$ cat src/hdl/mcic_pkg.sv
`timescale 1ns / 1ps

package mcic_pkg;

	// Width of the current samples and of the offset and reference registers
	localparam int SAMPLE_BITS = 12;

	localparam int DUTY_W     = 8;
	localparam int SHIFT_W    = 5;
	localparam int LIMIT_W    = 18;
	localparam int INTEG_W    = LIMIT_W + 1;
	localparam int SUM_W      = INTEG_W + 2;
	localparam int CFG_IDX_W  = 3;
	localparam int CFG_DATA_W = (LIMIT_W > SAMPLE_BITS) ? LIMIT_W : SAMPLE_BITS;

	// Reset values of the configuration registers
	localparam logic [SAMPLE_BITS-1:0] RST_ZERO_OFFSET      = SAMPLE_BITS'(2048);
	localparam logic [SHIFT_W-1:0]     RST_GAIN_SHIFT       = SHIFT_W'(10);
	localparam logic [SAMPLE_BITS-1:0] RST_MAX_REFERENCE    = SAMPLE_BITS'(2047);
	localparam logic [LIMIT_W-1:0]     RST_INTEGRATOR_LIMIT = LIMIT_W'(262143);
	localparam logic [DUTY_W-1:0]      RST_DUTY_MIN         = DUTY_W'(5);
	localparam logic [DUTY_W-1:0]      RST_DUTY_MAX         = DUTY_W'(204);

	// Register indexes of the configuration port
	typedef enum logic [CFG_IDX_W-1:0] {
		REG_ZERO_OFFSET      = 3'd0,
		REG_GAIN_SHIFT       = 3'd1,
		REG_MAX_REFERENCE    = 3'd2,
		REG_INTEGRATOR_LIMIT = 3'd3,
		REG_DUTY_MIN         = 3'd4,
		REG_DUTY_MAX         = 3'd5
	} reg_idx_t;

	typedef logic signed [INTEG_W-1:0] integ_t;

	// Current configuration as seen by the datapath
	typedef struct packed {
		logic [SAMPLE_BITS-1:0] zero_offset;
		logic [SHIFT_W-1:0]     gain_shift;
		logic [SAMPLE_BITS-1:0] max_reference;
		logic [LIMIT_W-1:0]     integrator_limit;
		logic [DUTY_W-1:0]      duty_min;
		logic [DUTY_W-1:0]      duty_max;
	} cfg_t;

endpackage

$ cat src/hdl/mcic_cfg_regs.sv
`timescale 1ns / 1ps

module mcic_cfg_regs import mcic_pkg::*; (
	input  logic                  clk,
	input  logic                  arst_n,
	input  logic                  wr_en,
	input  logic [CFG_IDX_W-1:0]  wr_index,
	input  logic [CFG_DATA_W-1:0] wr_data,
	output cfg_t                  cfg
);

	cfg_t cfg_q;

	// Decode the index and update one register per transfer
	always_ff @(posedge clk or negedge arst_n) begin
		if (!arst_n) begin
			cfg_q.zero_offset      <= RST_ZERO_OFFSET;
			cfg_q.gain_shift       <= RST_GAIN_SHIFT;
			cfg_q.max_reference    <= RST_MAX_REFERENCE;
			cfg_q.integrator_limit <= RST_INTEGRATOR_LIMIT;
			cfg_q.duty_min         <= RST_DUTY_MIN;
			cfg_q.duty_max         <= RST_DUTY_MAX;
		end else if (wr_en) begin
			case (wr_index)
				REG_ZERO_OFFSET:      cfg_q.zero_offset      <= wr_data[SAMPLE_BITS-1:0];
				REG_GAIN_SHIFT:       cfg_q.gain_shift       <= wr_data[SHIFT_W-1:0];
				REG_MAX_REFERENCE:    cfg_q.max_reference    <= wr_data[SAMPLE_BITS-1:0];
				REG_INTEGRATOR_LIMIT: cfg_q.integrator_limit <= wr_data[LIMIT_W-1:0];
				REG_DUTY_MIN:         cfg_q.duty_min         <= wr_data[DUTY_W-1:0];
				REG_DUTY_MAX:         cfg_q.duty_max         <= wr_data[DUTY_W-1:0];
				default: ;
			endcase
		end
	end

	assign cfg = cfg_q;

endmodule

$ cat src/hdl/mcic_datapath.sv
`timescale 1ns / 1ps

module mcic_datapath import mcic_pkg::*; (
	input  cfg_t                   cfg,
	input  integ_t                 integ,
	input  logic [SAMPLE_BITS-1:0] reference_current,
	input  logic [SAMPLE_BITS-1:0] measured_current,
	input  logic                   limit_enable,
	input  logic [DUTY_W-1:0]      duty_cap,
	output integ_t                 integ_next,
	output logic [DUTY_W-1:0]      duty
);

	logic [SAMPLE_BITS-1:0]   ref_clamped;
	logic signed [SUM_W-1:0]  integ_ext;
	logic signed [SUM_W-1:0]  offset_ext;
	logic signed [SUM_W-1:0]  ref_ext;
	logic signed [SUM_W-1:0]  meas_ext;
	logic signed [SUM_W-1:0]  sum;
	logic signed [SUM_W-1:0]  lim_pos;
	logic signed [SUM_W-1:0]  lim_neg;
	logic signed [SUM_W-1:0]  sat;
	logic [LIMIT_W-1:0]       shifted;
	logic [DUTY_W-1:0]        duty_lim;

	// Clamp the reference
	assign ref_clamped = (reference_current > cfg.max_reference) ?
		cfg.max_reference : reference_current;

	// Accumulate the error into the integrator
	assign integ_ext  = SUM_W'(integ);
	assign offset_ext = SUM_W'(cfg.zero_offset);
	assign ref_ext    = SUM_W'(ref_clamped);
	assign meas_ext   = SUM_W'(measured_current);
	assign sum        = integ_ext + offset_ext + ref_ext - meas_ext;

	// Saturate symmetrically at the integrator limit
	assign lim_pos = SUM_W'(cfg.integrator_limit);
	assign lim_neg = -lim_pos;

	always_comb begin
		if (sum > lim_pos) begin
			sat = lim_pos;
		end else if (sum < lim_neg) begin
			sat = lim_neg;
		end else begin
			sat = sum;
		end
	end

	assign integ_next = sat[INTEG_W-1:0];

	// Scale by the gain; a negative integrator gives a zero level before the limits below
	assign shifted = sat[SUM_W-1] ? '0 : (sat[LIMIT_W-1:0] >> cfg.gain_shift);

	// Apply max, then min, then the optional cap
	always_comb begin
		if (shifted > LIMIT_W'(cfg.duty_max)) begin
			duty_lim = cfg.duty_max;
		end else begin
			duty_lim = shifted[DUTY_W-1:0];
		end
		if (duty_lim < cfg.duty_min) begin
			duty_lim = cfg.duty_min;
		end
		if (limit_enable && (duty_lim > duty_cap)) begin
			duty_lim = duty_cap;
		end
	end

	assign duty = duty_lim;

endmodule

$ cat src/hdl/motor_current_integral_controller.sv
`timescale 1ns / 1ps

// Integral current regulator: each accepted sample (reference, measurement, optional duty
// cap) yields one duty count and the updated integrator value. Throughput is one sample per
// clock while the sink keeps out_ready high; a result passes through the input register and
// then the result register before it can transfer out. The integrator feedback loop (add,
// saturate) is combinational between the input register and the result register, which sets
// the one-sample-per-clock rate. A stalled sink holds the result register and then the input
// register, so two samples wait inside before in_ready drops. Configuration writes are
// accepted at any time (cfg_ready is always high) but must be issued only while no sample is
// in flight.
module motor_current_integral_controller import mcic_pkg::*; (
	input  logic                   clk,
	input  logic                   arst_n,
	input  logic                   in_valid,
	output logic                   in_ready,
	input  logic [SAMPLE_BITS-1:0] reference_current,
	input  logic [SAMPLE_BITS-1:0] measured_current,
	input  logic                   limit_enable,
	input  logic [DUTY_W-1:0]      duty_cap,
	output logic                   out_valid,
	input  logic                   out_ready,
	output logic [DUTY_W-1:0]      duty,
	output integ_t                 integrator_value,
	input  logic                   cfg_valid,
	output logic                   cfg_ready,
	input  logic [CFG_IDX_W-1:0]   cfg_index,
	input  logic [CFG_DATA_W-1:0]  cfg_data
);

	cfg_t                   cfg;
	logic                   valid_s1;
	logic [SAMPLE_BITS-1:0] ref_s1;
	logic [SAMPLE_BITS-1:0] meas_s1;
	logic                   cap_en_s1;
	logic [DUTY_W-1:0]      cap_s1;
	logic                   out_valid_q;
	logic [DUTY_W-1:0]      duty_q;
	integ_t                 integ_q;
	integ_t                 integ_next;
	logic [DUTY_W-1:0]      duty_next;
	logic                   load_out;
	logic                   load_s1;

	assign cfg_ready = 1'b1;

	mcic_cfg_regs u_regs (
		.clk      (clk),
		.arst_n   (arst_n),
		.wr_en    (cfg_valid && cfg_ready),
		.wr_index (cfg_index),
		.wr_data  (cfg_data),
		.cfg      (cfg)
	);

	// Handshake: the input register advances whenever the result register frees up
	assign load_out = valid_s1 && (!out_valid_q || out_ready);
	assign in_ready = !valid_s1 || load_out;
	assign load_s1  = in_valid && in_ready;

	// Input register
	always_ff @(posedge clk or negedge arst_n) begin
		if (!arst_n) begin
			valid_s1 <= 1'b0;
		end else if (in_ready) begin
			valid_s1 <= in_valid;
		end
	end

	always_ff @(posedge clk) begin
		if (load_s1) begin
			ref_s1    <= reference_current;
			meas_s1   <= measured_current;
			cap_en_s1 <= limit_enable;
			cap_s1    <= duty_cap;
		end
	end

	mcic_datapath u_dp (
		.cfg               (cfg),
		.integ             (integ_q),
		.reference_current (ref_s1),
		.measured_current  (meas_s1),
		.limit_enable      (cap_en_s1),
		.duty_cap          (cap_s1),
		.integ_next        (integ_next),
		.duty              (duty_next)
	);

	// Result register and integrator state advance together
	always_ff @(posedge clk or negedge arst_n) begin
		if (!arst_n) begin
			out_valid_q <= 1'b0;
			integ_q     <= '0;
		end else begin
			if (load_out) begin
				out_valid_q <= 1'b1;
				integ_q     <= integ_next;
			end else if (out_ready) begin
				out_valid_q <= 1'b0;
			end
		end
	end

	always_ff @(posedge clk) begin
		if (load_out) begin
			duty_q <= duty_next;
		end
	end

	assign out_valid        = out_valid_q;
	assign duty             = duty_q;
	assign integrator_value = integ_q;

	// A held result always shows the current integrator state
	a_out_matches_state: assert property (@(posedge clk) disable iff (!arst_n)
		out_valid_q |-> (integrator_value == integ_q))
		else $error("result integrator differs from state");

	// A result moved into the output register is presented next cycle
	a_load_gives_valid: assert property (@(posedge clk) disable iff (!arst_n)
		load_out |=> out_valid_q)
		else $error("loaded result not presented");

	// Input stalls only when both registers are full and the sink is stalled
	a_stall_reason: assert property (@(posedge clk) disable iff (!arst_n)
		!in_ready |-> (valid_s1 && out_valid_q && !out_ready))
		else $error("input stalled without back-pressure");

	// Saturation keeps the integrator off the most negative code
	a_integ_range: assert property (@(posedge clk) disable iff (!arst_n)
		integ_q != {1'b1, {(INTEG_W-1){1'b0}}})
		else $error("integrator outside symmetric range");

endmodule

$ cat config.mk
export PLATFORM = sky130hd
export DESIGN_NAME = motor_current_integral_controller
export DESIGN_NICKNAME = d
export VERILOG_FILES = /design/src/hdl/mcic_pkg.sv /design/src/hdl/mcic_cfg_regs.sv /design/src/hdl/mcic_datapath.sv /design/src/hdl/motor_current_integral_controller.sv
export SDC_FILE = /design/constraint.sdc
export NUM_CORES = 1
export LEC_CHECK = 0
export BUFFER_PORTS_ARGS = -buffer_cell sky130_fd_sc_hd__buf_2
export CORE_MARGIN = 3
export CORE_UTILIZATION = 45
export DETAILED_ROUTE_END_ITERATION = 6
export GPL_TIMING_DRIVEN = 0
export PLACE_DENSITY = 0.63
export SYNTH_ARGS = -nofsm -noshare
export SYNTH_HDL_FRONTEND = slang
export SYNTH_SLANG_ARGS = --single-unit
$ cat constraint.sdc
create_clock -name clk -period 13.9 [get_ports clk]
set_input_delay 1.39 -clock clk [delete_from_list [all_inputs] [get_ports clk]]
set_output_delay 1.39 -clock clk [all_outputs]
set_load 0.02 [all_outputs]
==> impl_summary.md, run 1 <==
CTS
In this run, post-CTS hold repair placed 0 buffers. The TritonCTS clock tree is yes. The number of sinks driven by the clock tree is 125. The buffer levels on the longest clock path is 2. In this run the clock root is driven by a clkbuf_16. After clock tree synthesis, the clock-pin slew on the worst setup and hold paths is 0.07 ns. For the worst-skew pair, the clock arrives at the later sink with an insertion delay of 0.43 ns. The clock tree synthesis step divided the H-tree into 4 levels.

The CTS buffer count is 17.

Synth
The post-synthesis cell area is 0.0106 mm². Yosys mapped the design onto 87 distinct sky130hd cell types. The library cell with the largest summed area after synthesis is ha_1.

The flip-flop and latch count after synthesis is 125. In the synthesized netlist, the number of instances is 1108. The number of synthesized flops with an enable pin is 41. After synthesis, the mean cell area works out to 9.60 µm². After synthesis, the largest area contributor takes up 12.5% of total cell area. The Yosys step of the flow raised 0 warnings. The net count after synthesis is 1286.

After synthesis, flip-flops and latches occupy 31.8% of the total area. After synthesis, the cell types taking the most area are ha_1 (12%), edfxtp_1 (12%), dfrtp_1 (11%). The top flip-flop cell by instance count after synthesis is dfrtp_1. After synthesis, the share of flip-flops with an asynchronous set or reset is 67.2%.

GRT
The via count of the first global-routing pass is 8671. The total overflow reported by the global router is 0. The number of antenna violations at the first check in global routing is 2.

The first-pass GRT wire length is 48300 µm. The pin count of the biggest net entering global routing is 61. The global-route usage over all layers is 23.7%.

Drt
The DRC violation count after routing is 0. For this block, the via count after detailed routing is 9074. The routed wire length is 31000 µm. The number of iterations in the first detailed-routing pass is 7. The mean routed wirelength per cell is 19.8 µm. The number of violations reported at the end of detailed-routing iteration 0 is 577. The count of nets left with antenna violations once routing finished came out at 0. After detailed routing, the number of vias per cell comes to 5.78.

Cells and area
The area growth from synthesis to layout is 20.4%. The total inserted antenna cells is 0. The number of nets at the end of the flow is 1421. The top cell types in the final layout, fill and taps aside, are ha_1 (98), nand2_1 (97), inv_1 (93), buf_2 (91), mux2_2 (70). The non-filler instance count after layout is 1569.

Of the cells placed in the final design, the portion with a size suffix greater than 1 is 31.5%. The most common cell after layout, fill and taps aside is ha_1. The final design instance area without fill is 0.0128 mm².

Floorplanning
The area enclosed by the die boundary is 0.0255 mm². The initial utilization of the core area, before any placement, comes to 46.4%. After floorplanning, the core was divided into 55 placement rows. The area of the core region is 0.0229 mm². Measured along the y axis, the die boundary spans 160 µm.

Pin placement for this block handled 89 I/O pins. Measured along the x axis, the die boundary spans 160 µm.

Worst setup path
The critical path arrival is 13.55 ns. The element type at the critical path start is a register. The cell type of the slowest stage on the worst timing path is fa_1. The endpoint type of the worst setup path is a register.

The most numerous cell type found on the critical path is a21o_1. The required time of the worst setup path is 14.07 ns. The stage delay of the slowest cell on the critical path is 0.56 ns. The worst setup path is of the register to register kind. Along the worst path, the maximum fanout reaches 10.

STA
The final count of pins violating max slew is 0. The worst pin sits at a relative slew slack of 17.5%. The final hold violation count came to 0. At the pin with the least slew margin, the transition time is 1.24 ns. Static timing analysis puts the maximum clock frequency at 0.0748 GHz. The setup TNS is 0 ns. The slack of the critical path is 0.527 ns. The final period utilization is 96.2%. Setup violations remaining at the end of the flow were counted as 0. The clock period could shrink to 13.37 ns.

Clock skew on the completed layout was measured at 0.0159 ns.

Placed design
The worst setup slack before clock tree synthesis is -1.79 ns. At the end of routability-driven placement, the weighted congestion stood at 0.949. The HPWL after detailed placement is 23500 µm.

The post-place instance area is 0.0115 mm². The number of port buffers is 87. The number of placed instances, taps included is 1509.

Outcome
The flow ran to the end, and the final reports show no timing, DRC or antenna violations.

Run
Across the run, the number of max-cap violations was 0.

Worst hold path
In this run the worst hold path is classified as register to register.
[kinds of logic (layout without fill, tap and decap cells)]
logic type | after synthesis | after routing | share of synthesized area (%)
muxes | 94 | 94 | 11.2
other | 1 | 1 | 0.0352
adders and majority gates | 119 | 119 | 14.9
DFF | 125 | 125 | 31.8
and+or+nand+nor | 292 | 292 | 14.1
AOI/OAI and AO/OA | 292 | 292 | 18.9
buffers and inverters | 136 | 284 | 5.03
xor gates and xnor gates | 49 | 49 | 4.03
[sequential cells by signal, indices dropped and copies added, names as in the netlist]
| register | count |
|---|---|
| duty | 8 |
| integrator_value | 19 |
| cap_s1 | 8 |
| cap_en_s1 | 1 |
| u_regs.cfg | 63 |
| ref_s1 | 12 |
| out_valid | 1 |
| meas_s1 | 12 |
| valid_s1 | 1 |
[stage by stage]
step | utilization [%] | hold WS, ns
finish | 55.9 | 0.488
global route | 55.9 | 0.510
CTS | 53.6 | 0.496
detailed placement | 50.2 | 0.489
global placement | 50.0 | 0.482
floorplan | - | 0.457
[layout make-up]
class	instances	area (µm²)
inverters	93	349
repair buffers	122	718
plain buffers	37	200
fillers	2040	10100
well taps	313	392
clock buffers	17	425
clock inverters	15	153
multi-input cells	847	7190
flip-flops and latches	125	3380
[cells in the mapped netlist (13+ instances only)]
library cell    n
nor2_1         58
a211oi_1       14
mux2_2         71
nand3_1        17
ha_1          106
mux4_2         13
o21a_1         20
dfstp_2        38
o21ai_0        59
xnor2_1        40
nand4_1        24
a21oi_1        65
nor3_1         15
a31oi_1        19
nand2_1        98
edfxtp_1       41
inv_1          93
fa_1           13
clkbuf_1       33
a21o_1         25
dfrtp_1        46
[critical path, delay by kind of cell, from the launching register on]
family / cells / cell delay (ns)
compound gates: 35 / 6.27
xor+xnor: 1 / 0.13
fa+ha+maj: 7 / 2.31
buf+inv: 9 / 1.40
flops: 1 / 0.54
mux: 3 / 1.09
simple gates: 10 / 1.34
[repair_timing]
action | 4_1_cts | 5_1_grt
gates cloned | 0 | 1
setup buffers | 6 | 27
resized for setup | 45 | 70
pin swaps | 5 | 23
endpoints found under the hold margin | 0 | 0
setup endpoints to repair | 8 | 8
[routing by layer]
| layer | track usage, % | routed length [µm] |
|---|---|---|
| met4 | 5.92 | 552 |
| met5 | 0 | 23 |
| met3 | 3.79 | 1780 |
| met1 | 33.7 | 14300 |
| met2 | 37.9 | 14400 |
[final timing paths]
| check | start | to | slack (ns) | depth (start not counted) |
|---|---|---|---|---|
| max reg2reg | u_regs.cfg[39] | duty[6] | 0.53 | 65 |
| max | u_regs.cfg[39] | duty[6] | 0.53 | 65 |
| min | valid_s1 | out_valid | 0.49 | 1 |
| min reg2reg | valid_s1 | out_valid | 0.49 | 1 |
| max in group asynchronous | arst_n | u_regs.cfg[6] | 12.32 | 2 |
| min in group asynchronous | arst_n | integrator_value[18] | 0.89 | 1 |
Power of run 1 is not shown: default switching activity piles up to over one toggle a cycle in this logic, so the estimate is an artifact.
==> run 2, diff against run 1 <==
--- a/config.mk
+++ b/config.mk
@@ -5,12 +5,13 @@
 export SDC_FILE = /design/constraint.sdc
 export NUM_CORES = 1
 export LEC_CHECK = 0
+export ABC_AREA = 1
 export BUFFER_PORTS_ARGS = -buffer_cell sky130_fd_sc_hd__buf_2
 export CORE_MARGIN = 3
-export CORE_UTILIZATION = 45
+export CORE_UTILIZATION = 25
 export DETAILED_ROUTE_END_ITERATION = 6
 export GPL_TIMING_DRIVEN = 0
-export PLACE_DENSITY = 0.63
+export PLACE_DENSITY = 0.39
 export SYNTH_ARGS = -nofsm -noshare
 export SYNTH_HDL_FRONTEND = slang
 export SYNTH_SLANG_ARGS = --single-unit
==> impl_summary.md, run 2 <==
CTS
The insertion delay of the later-clocked pin in the worst-skew pair is 0.44 ns (about the same). The H-tree depth reported by CTS came to 4 (unchanged). The buffer levels on the longest clock path is 2 (unchanged). TritonCTS built the clock tree. The count of cells resized by post-cts repair came to 0 (-100%). The clock tree root buffer cell is clkbuf_16. The clock slew at the register clock pins of the worst setup and hold paths is 0.06 ns (about the same).

The number of buffers inserted by hold repair at cts was 0 (unchanged). The number of setup buffers added after CTS is 0 (-6). The number of sinks driven by the clock tree is 125 (unchanged). The CTS buffer count is 17 (unchanged).

Synth
By area the synthesized netlist is led by ha_1 (13%), edfxtp_1 (12%), nand2_1 (12%). The number of distinct library cells after synthesis is 50 (-43%). The number of synthesized flops with an enable pin is 41 (unchanged). The largest total area in the synthesized netlist belongs to ha_1.

The area fraction of the dominant cell type after synthesis is 13.0% (+0.58 points). In the synthesized netlist the dominant register cell turns out to be dfrtp_1. The net count after synthesis came to 1509 (+17%).

The count of mapped cells out of synthesis is 1331 (+20%). The synthesized area per cell was 7.64 µm² (-20%). The proportion of register bits with asynchronous set or reset after synthesis is 67.2% (unchanged). The flip-flop and latch count after synthesis was 125 (unchanged). The count of warnings emitted by yosys is 0 (unchanged). The post-synthesis cell area was 0.0102 mm² (-4.4%).

The commonest cells after synthesis are nand2_1 (321), inv_1 (168), nand3_1 (125). The sequential-to-total area share from yosys stat is 33.2% (+1.5 points). The most frequent cell after synthesis is nand2_1.

Drt
The number of violations reported at the end of detailed-routing iteration 0 was 499 (-14%). The DRC violation count after routing is 0 (unchanged). The remaining antenna violation count after routing came to 0 (unchanged). The per-cell via count in the routed design is 4.59 (-21%). The number of iterations in the first detailed-routing pass is 5 (-2). The routed wire length is 33600 µm (+8.5%). The overall via count from detail_route came to 9079 (+0.055%). The mean routed wirelength per cell was 17.0 µm (-14%).

Placed design
The number of port buffers is 87 (unchanged). The placer congestion estimate was 0.878 (-7.5%). The worst setup slack before clock tree synthesis is 1.41 ns (+3.21 ns).

The HPWL after detailed placement is 27500 µm (+17%). The number of placed instances, taps included was 1944 (+29%).

GRT
The global-route usage over all layers is 15.9% (-7.8 points). The first-pass GRT wire length is 53200 µm (+10%). The via count of the first global-routing pass is 9127 (+5.3%). The pin count of the biggest net entering global routing came to 68 (+11%). The total overflow reported by the global router is 0 (unchanged). The number of antenna violations at the first check in global routing came to 0 (-2).

Floorplanning
The area of the core region was 0.0400 mm² (+75%). The I/O pin count was 89 (unchanged). The die outline width is 208 µm (+30%).

The floorplan row count is 73 (+33%). The initial standard-cell utilization of the core is 25.4% (-21 points). The vertical die dimension is 208 µm (+30%). The area enclosed by the die boundary came to 0.0431 mm² (+69%).

STA
Setup repair after global routing left no endpoint under its margin. The worst hold margin is 0.489 ns (+0.000637 ns). The setup TNS is 0 ns (unchanged). The final period utilization was 89.8% (-6.4 points).

The slack of the critical path is 1.42 ns (+0.890 ns). The achievable clock frequency is 0.0801 GHz (+7.1%). The worst relative slew slack is 16.6% (-0.87 points).

The actual transition at the worst max-transition pin is 1.25 ns (+0.0130 ns). The setup violation total in the final timing report is 0 (unchanged). The final hold violation count is 0 (unchanged). The final critical delay including setup and external delays is 12.48 ns (-0.890 ns). The final count of pins violating max slew was 0 (unchanged). The clock skew after layout is 0.00901 ns (-0.00684 ns).

Worst setup path
The endpoint type of the worst setup path is a register. By startpoint and endpoint, the worst setup path is classified as register to register. The critical path arrival is 12.67 ns (-0.88 ns). For this design, the slowest cell found on the critical path is dfstp_2. The stage delay of the slowest cell on the critical path came to 0.55 ns (about the same).

The largest fanout on the critical path came to 10 (unchanged). The required time of the worst setup path is 14.09 ns (+0.02 ns). The element type at the critical path start is a register.

Cells and area
The share of post-route cells with drive strength above 1 is 16.1% (-15 points). The total area of multi-input combinational cells came to 0.00592 mm² (-18%). The number of nets at the end of the flow is 1616 (+14%). The flip-flop count of the largest register, all copies and words added came to 63 (unchanged). The total inserted antenna cells came to 0 (unchanged).

The most common cell after layout, fill and taps aside is nand2_1. The register area is 0.00338 mm² (about the same). The layout filler cell count came to 4393 (+120%). Leaving out fill and tap cells, the most frequent cells in the layout are nand2_1 (321), inv_1 (167), nand3_1 (125), o21ai_0 (117), ha_1 (106). The area growth from synthesis to layout is 17.0%.

The non-filler instance count after layout is 1976 (+26%).

Outcome
The run finished with clean final reports.

Worst hold path
The path class of the tightest hold or removal check is register to register.

Run
The number of max-cap violations came to 0 (unchanged).
[run 2: cell count changes in the layout (fill, tap and decap cells not counted), moves of 23 or more]
cell,change
nand2_1,+224
o21ai_0,+61
a21oi_1,+23
xor2_1,+27
nand3_1,+108
xnor2_1,-28
buf_4,-36
inv_1,+74
mux2_2,-70
[run 2: stage by stage]
stage | instance area, µm² | utilization [%]
2_1_floorplan | 10200 | -
3_3_place_gp | 11300 | 28.2
6_report | 11900 | 29.7
5_1_grt | 11900 | 29.7
3_5_place_dp | 11300 | 28.2
4_1_cts | 11900 | 29.7
[run 2: cells by family (layout without fill, tap and decap cells)]
logic type	count (synthesis)	after routing	synth area share, %
simple gates	580	580	25.7
compound gates	244	244	13.2
buf+inv	219	339	8.51
flops	125	125	33.2
fa+ha+maj	119	119	15.6
xor+xnor	43	43	3.70
other cells	1	1	0.0369
[run 2: path summary, 6_finish.rpt]
check / from / depth (start not counted) / slack (ns) / endpoint
max in group asynchronous: arst_n / 2 / 12.37 / u_regs.cfg[3]
min in group asynchronous: arst_n / 1 / 0.83 / integrator_value[16]
hold / removal: u_regs.cfg[15] / 2 / 0.49 / u_regs.cfg[15]
hold reg to reg: u_regs.cfg[15] / 2 / 0.49 / u_regs.cfg[15]
setup reg to reg: u_regs.cfg[44] / 61 / 1.42 / duty[7]
setup / recovery: u_regs.cfg[44] / 61 / 1.42 / duty[7]
[run 2: final cells by class]
cell class | count | area share (%)
clock inverter | 15 | 1.49
sequential | 125 | 28.4
buffer | 33 | 1.41
multi-input combinational | 987 | 49.8
tap | 525 | 5.52
clock buffer | 17 | 3.58
inverter | 186 | 5.87
timing repair buffer | 88 | 3.91
[run 2: routing by layer]
metal | vias to the layer above | track usage, % | wire length [µm]
met3 | 24 | 2.75 | 1120
met4 | 0 | 3.53 | 433
met1 | 4263 | 23.4 | 17400
met2 | 148 | 24.3 | 14700
met5 | - | 0 | 0
li1 | 4644 | - | -
[run 2: worst max-delay path, delay by kind of cell, from the launching register on]
family                     cells  cell delay [ns]
AOI/OAI and AO/OA             20             4.57
buffers and inverters          8             1.51
DFF                            1             0.55
adders and majority gates      7             2.35
xor gates and xnor gates       1             0.20
and+or+nand+nor               25             3.03
Power of run 2 is left out for the same reason.
